**src/eagc_pkg.sv**
```systemverilog
`timescale 1ns / 1ps

package eagc_pkg;

  localparam logic [19:0] MAX_CHUNK  = 20'd524288;
  localparam logic [15:0] UNITY_GAIN = 16'd4096;
  localparam logic [3:0]  DIV_LAST   = 4'd15;

  localparam logic        RST_ENABLE    = 1'b0;
  localparam logic [15:0] RST_ATTACK    = 16'd1778;
  localparam logic [15:0] RST_RELEASE   = 16'd90;
  localparam logic [14:0] RST_FLOOR     = 15'd33;
  localparam logic [14:0] RST_THRESHOLD = 15'd4915;
  localparam logic [14:0] RST_TARGET    = 15'd16384;
  localparam logic [15:0] RST_MAX_GAIN  = 16'd32768;
  localparam logic [15:0] RST_MIN_CHUNK = 16'd160;

  typedef enum logic [2:0] {
    REG_ENABLE,
    REG_ATTACK,
    REG_RELEASE,
    REG_FLOOR,
    REG_THRESHOLD,
    REG_TARGET,
    REG_MAX_GAIN,
    REG_MIN_CHUNK
  } reg_idx_e;

  typedef struct packed {
    logic        enable;
    logic [15:0] attack_coeff;
    logic [15:0] release_coeff;
    logic [14:0] floor_level;
    logic [14:0] threshold_level;
    logic [14:0] target_level;
    logic [15:0] max_gain;
    logic [15:0] min_chunk;
  } cfg_t;

  typedef enum logic [3:0] {
    OP_LOAD,
    OP_ENV_MUL,
    OP_ENV_UPD,
    OP_DIV_INIT,
    OP_DIV_STEP,
    OP_DIV_DONE,
    OP_GAIN_MUL,
    OP_GAIN_UPD,
    OP_OUT_MUL,
    OP_OUT_WR,
    OP_BYP_WR
  } op_e;

  typedef enum logic [2:0] {
    C_NEVER,
    C_NO_INPUT,
    C_BYPASS,
    C_NO_DIV,
    C_DIV_MORE,
    C_OUT_BUSY
  } cond_e;

  typedef logic [3:0] step_t;

  localparam step_t ST_LOAD     = 4'd0;
  localparam step_t ST_ENV_MUL  = 4'd1;
  localparam step_t ST_ENV_UPD  = 4'd2;
  localparam step_t ST_DIV_INIT = 4'd3;
  localparam step_t ST_DIV_STEP = 4'd4;
  localparam step_t ST_DIV_DONE = 4'd5;
  localparam step_t ST_GAIN_MUL = 4'd6;
  localparam step_t ST_GAIN_UPD = 4'd7;
  localparam step_t ST_OUT_MUL  = 4'd8;
  localparam step_t ST_OUT_WR   = 4'd9;
  localparam step_t ST_BYPASS   = 4'd10;

  typedef struct packed {
    op_e   op;
    cond_e cond;
    step_t jmp;
    step_t nxt;
  } ctrl_word_t;

  typedef struct packed {
    logic in_valid;
    logic bypass;
    logic no_div;
    logic div_more;
    logic out_busy;
  } status_t;

  function automatic ctrl_word_t ucode(step_t pc);
    ctrl_word_t cw;
    unique case (pc)
      ST_LOAD:     cw = '{op: OP_LOAD,     cond: C_NO_INPUT, jmp: ST_LOAD,     nxt: ST_ENV_MUL};
      ST_ENV_MUL:  cw = '{op: OP_ENV_MUL,  cond: C_BYPASS,   jmp: ST_BYPASS,   nxt: ST_ENV_UPD};
      ST_ENV_UPD:  cw = '{op: OP_ENV_UPD,  cond: C_NEVER,    jmp: ST_LOAD,     nxt: ST_DIV_INIT};
      ST_DIV_INIT: cw = '{op: OP_DIV_INIT, cond: C_NO_DIV,   jmp: ST_GAIN_MUL, nxt: ST_DIV_STEP};
      ST_DIV_STEP: cw = '{op: OP_DIV_STEP, cond: C_DIV_MORE, jmp: ST_DIV_STEP, nxt: ST_DIV_DONE};
      ST_DIV_DONE: cw = '{op: OP_DIV_DONE, cond: C_NEVER,    jmp: ST_LOAD,     nxt: ST_GAIN_MUL};
      ST_GAIN_MUL: cw = '{op: OP_GAIN_MUL, cond: C_NEVER,    jmp: ST_LOAD,     nxt: ST_GAIN_UPD};
      ST_GAIN_UPD: cw = '{op: OP_GAIN_UPD, cond: C_NEVER,    jmp: ST_LOAD,     nxt: ST_OUT_MUL};
      ST_OUT_MUL:  cw = '{op: OP_OUT_MUL,  cond: C_NEVER,    jmp: ST_LOAD,     nxt: ST_OUT_WR};
      ST_OUT_WR:   cw = '{op: OP_OUT_WR,   cond: C_OUT_BUSY, jmp: ST_OUT_WR,   nxt: ST_LOAD};
      ST_BYPASS:   cw = '{op: OP_BYP_WR,   cond: C_OUT_BUSY, jmp: ST_BYPASS,   nxt: ST_LOAD};
      default:     cw = '{op: OP_LOAD,     cond: C_NEVER,    jmp: ST_LOAD,     nxt: ST_LOAD};
    endcase
    return cw;
  endfunction

endpackage

```
**src/eagc_in_if.sv**
```systemverilog
`timescale 1ns / 1ps

interface eagc_in_if;
  logic               valid;
  logic               ready;
  logic signed [15:0] sample;
  logic        [19:0] chunk_len;
  logic               restart;

  modport source (output valid, sample, chunk_len, restart, input ready);
  modport sink (input valid, sample, chunk_len, restart, output ready);
endinterface

```
**src/eagc_out_if.sv**
```systemverilog
`timescale 1ns / 1ps

interface eagc_out_if;
  logic               valid;
  logic               ready;
  logic signed [15:0] out_sample;
  logic        [15:0] gain_now;
  logic               clipped;
  logic               bypassed;

  modport source (output valid, out_sample, gain_now, clipped, bypassed, input ready);
  modport sink (input valid, out_sample, gain_now, clipped, bypassed, output ready);
endinterface

```
**src/eagc_sequencer.sv**
```systemverilog
`timescale 1ns / 1ps

module eagc_sequencer import eagc_pkg::*; (
  input  logic    clk_i,
  input  logic    rst_ni,
  input  status_t status_i,
  output op_e     op_o
);

  step_t      pc_q, pc_d;
  ctrl_word_t cw;
  logic       take;

  assign cw   = ucode(pc_q);
  assign op_o = cw.op;

  always_comb begin
    unique case (cw.cond)
      C_NEVER:    take = 1'b0;
      C_NO_INPUT: take = !status_i.in_valid;
      C_BYPASS:   take = status_i.bypass;
      C_NO_DIV:   take = status_i.no_div;
      C_DIV_MORE: take = status_i.div_more;
      C_OUT_BUSY: take = status_i.out_busy;
      default:    take = 1'b0;
    endcase
  end

  always_comb begin
    pc_d = take ? cw.jmp : cw.nxt;
  end

  always_ff @(posedge clk_i or negedge rst_ni) begin
    if (!rst_ni) begin
      pc_q <= ST_LOAD;
    end else begin
      pc_q <= pc_d;
    end
  end

endmodule

```
**src/eagc_datapath.sv**
```systemverilog
`timescale 1ns / 1ps

module eagc_datapath import eagc_pkg::*; (
  input  logic          clk_i,
  input  logic          rst_ni,
  input  cfg_t          cfg_i,
  input  op_e           op_i,
  eagc_in_if.sink       in_i,
  eagc_out_if.source    out_o,
  output status_t       status_o
);

  logic signed [15:0] smp_q;
  logic        [19:0] chunk_q;
  logic        [23:0] env_q, env_d;
  logic        [15:0] gain_q, gain_d;
  logic        [39:0] prod_q, prod_d;
  logic               dir_q, dir_d;
  logic        [34:0] rem_q;
  logic        [38:0] dsh_q;
  logic        [15:0] quo_q;
  logic        [3:0]  cnt_q;
  logic        [15:0] tgt_q;

  logic               out_valid_q;
  logic signed [15:0] out_smp_q;
  logic        [15:0] out_gain_q;
  logic               out_clip_q, out_byp_q;

  logic        [15:0] mag;
  logic        [23:0] env_a;
  logic        [15:0] mul_a;
  logic        [23:0] mul_b;
  logic               win, ovf, bypass, div_ge;
  logic               in_fire, out_fire, out_busy, out_wr;
  logic        [19:0] scaled;
  logic               clip;
  logic signed [15:0] value;

  assign in_fire  = in_i.valid && in_i.ready;
  assign out_fire = out_valid_q && out_o.ready;
  assign out_busy = out_valid_q && !out_o.ready;
  assign out_wr   = (op_i == OP_OUT_WR || op_i == OP_BYP_WR) && !out_busy;

  assign in_i.ready = (op_i == OP_LOAD);

  assign mag   = smp_q[15] ? 16'(~smp_q + 16'sd1) : smp_q;
  assign env_a = {mag, 8'b0};

  assign win    = (env_q > {1'b0, cfg_i.floor_level, 8'b0})
               && (env_q < {1'b0, cfg_i.threshold_level, 8'b0});
  assign ovf    = {5'b0, cfg_i.target_level, 4'b0} >= env_q;
  assign bypass = !cfg_i.enable || (chunk_q < {4'b0, cfg_i.min_chunk})
               || (chunk_q > MAX_CHUNK);
  assign div_ge = {4'b0, rem_q} >= dsh_q;

  assign status_o = '{in_valid: in_i.valid, bypass: bypass, no_div: !win || ovf,
                      div_more: cnt_q != 4'd0, out_busy: out_busy};

  always_comb begin
    dir_d = 1'b0;
    unique case (op_i)
      OP_ENV_MUL: begin
        dir_d = env_a > env_q;
        mul_a = dir_d ? cfg_i.attack_coeff : cfg_i.release_coeff;
        mul_b = dir_d ? env_a - env_q : env_q - env_a;
      end
      OP_GAIN_MUL: begin
        dir_d = tgt_q > gain_q;
        mul_a = dir_d ? cfg_i.attack_coeff : cfg_i.release_coeff;
        mul_b = {8'b0, dir_d ? tgt_q - gain_q : gain_q - tgt_q};
      end
      default: begin
        mul_a = mag;
        mul_b = {8'b0, gain_q};
      end
    endcase
    prod_d = {24'b0, mul_a} * {16'b0, mul_b};
  end

  always_comb begin
    env_d  = dir_q ? env_q + prod_q[39:16] : env_q - prod_q[39:16];
    gain_d = dir_q ? gain_q + prod_q[31:16] : gain_q - prod_q[31:16];
  end

  always_comb begin
    scaled = prod_q[31:12];
    if (smp_q[15]) begin
      clip  = scaled > 20'd32768;
      value = clip ? 16'sh8000 : 16'(~scaled[15:0] + 16'd1);
    end else begin
      clip  = scaled > 20'd32767;
      value = clip ? 16'sh7fff : scaled[15:0];
    end
  end

  always_ff @(posedge clk_i or negedge rst_ni) begin
    if (!rst_ni) begin
      env_q       <= '0;
      gain_q      <= UNITY_GAIN;
      out_valid_q <= 1'b0;
    end else begin
      if (in_fire && in_i.restart) begin
        env_q  <= '0;
        gain_q <= UNITY_GAIN;
      end
      if (op_i == OP_ENV_UPD) begin
        env_q <= env_d;
      end
      if (op_i == OP_GAIN_UPD) begin
        gain_q <= gain_d;
      end
      if (out_wr) begin
        out_valid_q <= 1'b1;
      end else if (out_fire) begin
        out_valid_q <= 1'b0;
      end
    end
  end

  always_ff @(posedge clk_i) begin
    if (in_fire) begin
      smp_q   <= in_i.sample;
      chunk_q <= in_i.chunk_len;
    end
    if (op_i == OP_ENV_MUL || op_i == OP_GAIN_MUL || op_i == OP_OUT_MUL) begin
      prod_q <= prod_d;
      dir_q  <= dir_d;
    end
    if (op_i == OP_DIV_INIT) begin
      rem_q <= {cfg_i.target_level, 20'b0};
      dsh_q <= {env_q, 15'b0};
      quo_q <= '0;
      cnt_q <= DIV_LAST;
      tgt_q <= win ? cfg_i.max_gain : UNITY_GAIN;
    end
    if (op_i == OP_DIV_STEP) begin
      if (div_ge) begin
        rem_q <= rem_q - dsh_q[34:0];
      end
      quo_q <= {quo_q[14:0], div_ge};
      dsh_q <= dsh_q >> 1;
      cnt_q <= cnt_q - 4'd1;
    end
    if (op_i == OP_DIV_DONE) begin
      tgt_q <= (quo_q > cfg_i.max_gain) ? cfg_i.max_gain : quo_q;
    end
    if (out_wr) begin
      if (op_i == OP_BYP_WR) begin
        out_smp_q  <= smp_q;
        out_gain_q <= UNITY_GAIN;
        out_clip_q <= 1'b0;
        out_byp_q  <= 1'b1;
      end else begin
        out_smp_q  <= value;
        out_gain_q <= gain_q;
        out_clip_q <= clip;
        out_byp_q  <= 1'b0;
      end
    end
  end

  assign out_o.valid      = out_valid_q;
  assign out_o.out_sample = out_smp_q;
  assign out_o.gain_now   = out_gain_q;
  assign out_o.clipped    = out_clip_q;
  assign out_o.bypassed   = out_byp_q;

  a_env_range: assert property (@(posedge clk_i) disable iff (!rst_ni)
    env_q <= 24'h800000)
    else $error("envelope left its range");

  a_div_invariant: assert property (@(posedge clk_i) disable iff (!rst_ni)
    op_i == OP_DIV_STEP |-> {5'b0, rem_q} < {dsh_q, 1'b0})
    else $error("division remainder out of bounds");

  a_target_cap: assert property (@(posedge clk_i) disable iff (!rst_ni)
    op_i == OP_DIV_DONE |=> tgt_q <= cfg_i.max_gain)
    else $error("target gain above cap");

endmodule

```
**src/envelope_agc_normalizer.sv**
```systemverilog
`timescale 1ns / 1ps

// Automatic gain control for signed 16-bit audio, one sample per transfer. A small
// microcoded sequencer steps a datapath with one shared multiplier and a restoring
// divider. When the envelope lies inside the gain window and the target gain does
// not saturate, the 16-step divider sets the pace; outside the window, or with a
// capped target, it is skipped. A bypassed sample goes from the envelope step to
// the output write, which waits while the output holds the last result. The next
// sample can be taken in the cycle after the result is registered, while that result
// may still wait on the output. Configuration is written through a plain write
// port; the user must do so only while the block is idle, which goes unchecked.

module envelope_agc_normalizer import eagc_pkg::*; (
  input  logic        clk_i,
  input  logic        rst_ni,
  eagc_in_if.sink     in_i,
  eagc_out_if.source  out_o,
  input  logic        cfg_we_i,
  input  logic [2:0]  cfg_idx_i,
  input  logic [15:0] cfg_data_i
);

  cfg_t    cfg_q;
  op_e     op;
  status_t status;

  always_ff @(posedge clk_i or negedge rst_ni) begin
    if (!rst_ni) begin
      cfg_q <= '{enable: RST_ENABLE, attack_coeff: RST_ATTACK,
                 release_coeff: RST_RELEASE, floor_level: RST_FLOOR,
                 threshold_level: RST_THRESHOLD, target_level: RST_TARGET,
                 max_gain: RST_MAX_GAIN, min_chunk: RST_MIN_CHUNK};
    end else if (cfg_we_i) begin
      unique case (reg_idx_e'(cfg_idx_i))
        REG_ENABLE:    cfg_q.enable          <= cfg_data_i[0];
        REG_ATTACK:    cfg_q.attack_coeff    <= cfg_data_i;
        REG_RELEASE:   cfg_q.release_coeff   <= cfg_data_i;
        REG_FLOOR:     cfg_q.floor_level     <= cfg_data_i[14:0];
        REG_THRESHOLD: cfg_q.threshold_level <= cfg_data_i[14:0];
        REG_TARGET:    cfg_q.target_level    <= cfg_data_i[14:0];
        REG_MAX_GAIN:  cfg_q.max_gain        <= cfg_data_i;
        REG_MIN_CHUNK: cfg_q.min_chunk       <= cfg_data_i;
        default:       cfg_q.enable          <= cfg_q.enable;
      endcase
    end
  end

  eagc_sequencer u_seq (
    .clk_i    (clk_i),
    .rst_ni   (rst_ni),
    .status_i (status),
    .op_o     (op)
  );

  eagc_datapath u_dp (
    .clk_i    (clk_i),
    .rst_ni   (rst_ni),
    .cfg_i    (cfg_q),
    .op_i     (op),
    .in_i     (in_i),
    .out_o    (out_o),
    .status_o (status)
  );

  a_one_at_a_time: assert property (@(posedge clk_i) disable iff (!rst_ni)
    in_i.valid && in_i.ready |=> !in_i.ready)
    else $error("input taken while a sample is in progress");

endmodule

```
**src/flat_wrapper.sv**
```systemverilog
// flat-port wrapper written by rule: the top's interface ports become plain ports
module envelope_agc_normalizer_flat import eagc_pkg::*;
  (clk_i, rst_ni, cfg_we_i, cfg_idx_i, cfg_data_i, in_i_valid, in_i_sample, in_i_chunk_len, in_i_restart, in_i_ready, out_o_valid, out_o_out_sample, out_o_gain_now, out_o_clipped, out_o_bypassed, out_o_ready);
  eagc_in_if in_i_i ();
  eagc_out_if out_o_i ();
  input  logic clk_i;
  input  logic rst_ni;
  input  logic cfg_we_i;
  input  logic [2:0] cfg_idx_i;
  input  logic [15:0] cfg_data_i;
  input wire logic [$bits(in_i_i.valid)-1:0] in_i_valid;
  input wire logic [$bits(in_i_i.sample)-1:0] in_i_sample;
  input wire logic [$bits(in_i_i.chunk_len)-1:0] in_i_chunk_len;
  input wire logic [$bits(in_i_i.restart)-1:0] in_i_restart;
  output wire logic [$bits(in_i_i.ready)-1:0] in_i_ready;
  output wire logic [$bits(out_o_i.valid)-1:0] out_o_valid;
  output wire logic [$bits(out_o_i.out_sample)-1:0] out_o_out_sample;
  output wire logic [$bits(out_o_i.gain_now)-1:0] out_o_gain_now;
  output wire logic [$bits(out_o_i.clipped)-1:0] out_o_clipped;
  output wire logic [$bits(out_o_i.bypassed)-1:0] out_o_bypassed;
  input wire logic [$bits(out_o_i.ready)-1:0] out_o_ready;
  assign in_i_i.valid = in_i_valid;
  assign in_i_i.sample = in_i_sample;
  assign in_i_i.chunk_len = in_i_chunk_len;
  assign in_i_i.restart = in_i_restart;
  assign in_i_ready = in_i_i.ready;
  assign out_o_valid = out_o_i.valid;
  assign out_o_out_sample = out_o_i.out_sample;
  assign out_o_gain_now = out_o_i.gain_now;
  assign out_o_clipped = out_o_i.clipped;
  assign out_o_bypassed = out_o_i.bypassed;
  assign out_o_i.ready = out_o_ready;
  envelope_agc_normalizer u_core (.clk_i(clk_i), .rst_ni(rst_ni), .in_i(in_i_i), .out_o(out_o_i), .cfg_we_i(cfg_we_i), .cfg_idx_i(cfg_idx_i), .cfg_data_i(cfg_data_i));
endmodule
```
**config.mk**
```make
export PLATFORM = sky130hd
export DESIGN_NAME = envelope_agc_normalizer_flat
export DESIGN_NICKNAME = d
export VERILOG_FILES = /design/src/eagc_pkg.sv /design/src/eagc_in_if.sv /design/src/eagc_out_if.sv /design/src/eagc_sequencer.sv /design/src/eagc_datapath.sv /design/src/envelope_agc_normalizer.sv /design/src/flat_wrapper.sv
export SDC_FILE = /design/constraint.sdc
export NUM_CORES = 2
export LEC_CHECK = 0
export ABC_CLOCK_PERIOD_IN_PS = 9900
export BUFFER_PORTS_ARGS = -buffer_cell sky130_fd_sc_hd__buf_2
export CELL_PAD_IN_SITES_DETAIL_PLACEMENT = 2
export CELL_PAD_IN_SITES_GLOBAL_PLACEMENT = 2
export CORE_MARGIN = 4
export CORE_UTILIZATION = 38
export DETAILED_ROUTE_END_ITERATION = 10
export PLACE_DENSITY_LB_ADDON = 0.1
export SYNTH_ARGS = -nofsm -noshare
export SYNTH_HDL_FRONTEND = slang
export SYNTH_SLANG_ARGS = --single-unit
```
**constraint.sdc**
```tcl
create_clock -name clk_i -period 9.9 [get_ports clk_i]
set_clock_uncertainty 0.05 [all_clocks]
set_input_delay 0.99 -clock clk_i [delete_from_list [all_inputs] [get_ports clk_i]]
set_output_delay 0.99 -clock clk_i [all_outputs]
set_load 0.01 [all_outputs]
```
==> results.md <==
- Slew margin rel.: 13.2%
- Distinct cells, synth: 91
- First-pass GRT wire length: 227000 um
- GRT Residual Overflow: 0
- Non-filler cells, final: 5711
- Reg area: 0.00983 mm2
- Reg clk slew, reported paths: 0.07 ns
- Status: finished, violations left
- Ys async rst share: 42.6%
- Root buffer cell: clkbuf_16
- Htree depth: 2
- Vias in the first global route: 35600
- Vias: 31900
- Total clock sinks: 364
- DP HPWL: 118000 um
- First-pass iteration count of the detailed router: 5
- IO Port Bufs: 96
- Wirelength per Cell: 27.1 um
- Post-DP Area: 0.0412 mm2
- Ports: 97
- CP Max Fanout: 6
- Required @ worst endpoint: 10.20 ns
- Final setup viols: 27
- Slowest CP cell: or4b_4
- Synthesized area per cell: 9.28 um2
- Clk buf depth: 3
- Drt total wl: 155000 um
- Die width: 314 um
- HP Class: primary input to async pin
- Antenna Nets Post-Route: 0
- Kind of critical path: flop to flop
- GRT Resource Usage Total: 30.4%
- Synthesized flop and latch total: 364
- CP Capture Type: flop
- Synth top area share: 17.5%
- Final std cell area, no fill: 0.0444 mm2
- Slew @ Worst Pin: 1.29 ns
- Nets: 5121
- Core area: 0.0932 mm2
- Initial Util: 38.3%
- RSZ-0062 raised after global routing: true
- Placed cells: 5537
- Final worst slack: -1.46 ns
- Synthesized instance count: 3844
- Critical Path Most Common Cell: fa_1
- DIE AREA: 0.0988 mm2
- Clock Latency Late Sink: 0.61 ns
- CTS tree: built
- Max-cap violations: 0
- Layout area overhead: 24.5%
- Layout cells sized above 1: 24.8%
- Post-CTS Hold Buffers: 0
- Routability-driven placement congestion ratio: 0.901
- Dominant cell type by area after synthesis: fa_1
- Cts bufs inserted: 41
- Post-synth top flop: edfxtp_1
- Multi-input gate area: 0.0242 mm2
- Share of the yosys chip area belonging to registers: 27.6%
- Via density: 5.59
- Top cells by area, synth: fa_1, edfxtp_1, ha_1
- Synthesis warning total: 0
- Largest net degree at the start of global routing: 83
- Commonest cells in the netlist: inv_1, nand2_1, ha_1
- Syn Nets: 4545
- Violated checks: setup timing
- Final hold vios: 0
- Filler cells: 9968
- DR iter-0 viols: 2107
- Most common cell in the netlist: inv_1
- FP Rows: 112
- Fin crit share: 115%
- Startpoint type of the worst setup path: flop
- Post-synth EDFFs: 173
- Mapped Area: 0.0357 mm2
- Min Tclk post-route: 11.36 ns
- Crit path DAT: 11.66 ns
- CP startpoint: u_core.u_dp.smp_q[2]
- Fmax: 88.0 MHz
- Initial antenna violation count: 7
- Max incr delay on CP: 0.55 ns
- Remaining DRCs: 0
- Max-slew violations: 0
- Crit Reg-Reg Startpoint: u_core.u_dp.smp_q[2]
- R2r setup slk: -1.46 ns
- Die Y: 314 um
[critical path, delay by kind of cell (launching register included)]
kind                       cells  cell delay, ns
xor gates and xnor gates       3            0.48
buffers and inverters          9            0.89
DFF                            1            0.42
and+or+nand+nor               12            3.02
AOI/OAI and AO/OA             15            2.55
adders and majority gates      8            3.65
[routing by layer]
| metal | vias up | GRT usage [%] | wire [um] |
|---|---|---|---|
| li1 | 14000 | - | - |
| met1 | 16700 | 39.9 | 65400 |
| met2 | 903 | 51.8 | 74700 |
| met3 | 316 | 4.40 | 8320 |
| met4 | 2 | 9.65 | 6250 |
| met5 | - | 0 | 14 |
[through the flow]
stage	util (%)	TNS, ns	setup slack [ns]	hold slack, ns
2_1_floorplan	-	-0.554	-0.179	0.394
3_3_place_gp	44.3	-14.97	-0.801	0.408
3_5_place_dp	44.3	-24.08	-1.22	0.424
4_1_cts	46.9	-14.25	-0.778	0.434
5_1_grt	47.6	-33.23	-1.69	0.450
6_report	47.6	-26.71	-1.46	0.427
[final timing paths]
check	endpoint	cells past startpoint
min in group clk_i	u_core.u_dp.rem_q[7]	2
worst min register to register	u_core.u_dp.rem_q[7]	2
max in group asynchronous	u_core.cfg_q[19]	2
worst max register to register	u_core.u_dp.prod_q[39]	47
worst max-delay path	u_core.u_dp.prod_q[39]	47
worst min-delay path	u_core.cfg_q[73]	1
[logic make-up (layout without fill, tap and decap cells)]
logic type      count (synthesis)  after routing  share of synthesized area [%]
other cells                     0              4                              0
simple gates                 1102           1102                           14.3
fa+ha+maj                     640            640                           29.0
xor+xnor                      164            164                           4.09
compound gates                699            699                           12.6
buf+inv                       724           1333                           7.74
flops                         364            364                           27.6
mux                           151            151                           4.64
[sequential cells by signal, indices dropped and copies added (netlist names), 20 cells and up]
| signal | count |
|---|---|
| u_core.cfg_q | 110 |
| u_core.u_dp.chunk_q | 20 |
| u_core.u_dp.dsh_q | 39 |
| u_core.u_dp.env_q | 24 |
| u_core.u_dp.prod_q | 28 |
| u_core.u_dp.rem_q | 35 |
[final cells by class]
class,instances,area share [%]
sequential,364,22.1
inverter,589,4.98
antenna,4,0.0225
clock inverter,19,0.448
timing repair buffer,668,11.7
clock buffer,57,2.60
multi-input combinational,2756,54.5
tap,1254,3.53
[cell usage in the layout (no fill, tap or decap), types with 53 or more instances in the layout]
master / Yosys / layout
inv_1: 588 / 570
buf_4: 4 / 511
nand2_1: 418 / 404
ha_1: 329 / 312
fa_1: 311 / 302
nor2_1: 261 / 245
edfxtp_1: 173 / 173
o21ai_0: 177 / 161
a21oi_1: 164 / 147
dfrtp_1: 130 / 130
mux2_2: 114 / 112
buf_2: 4 / 95
nand3_1: 83 / 81
xor2_1: 80 / 74
xnor2_1: 81 / 71
a21o_1: 69 / 69
and2_1: 57 / 53
nor3_1: 61 / 53
[what timing repair did]
| item | 4_1_cts | 5_1_grt |
|---|---|---|
| setup buffers | 69 | 36 |
| resized for setup | 141 | 97 |
| setup endpoints to repair | 28 | 28 |
| pin swaps | 103 | 101 |
Power is left out: the tool's default activity adds up to more than one toggle a clock period on the data nets, which glitch-free logic cannot reach.
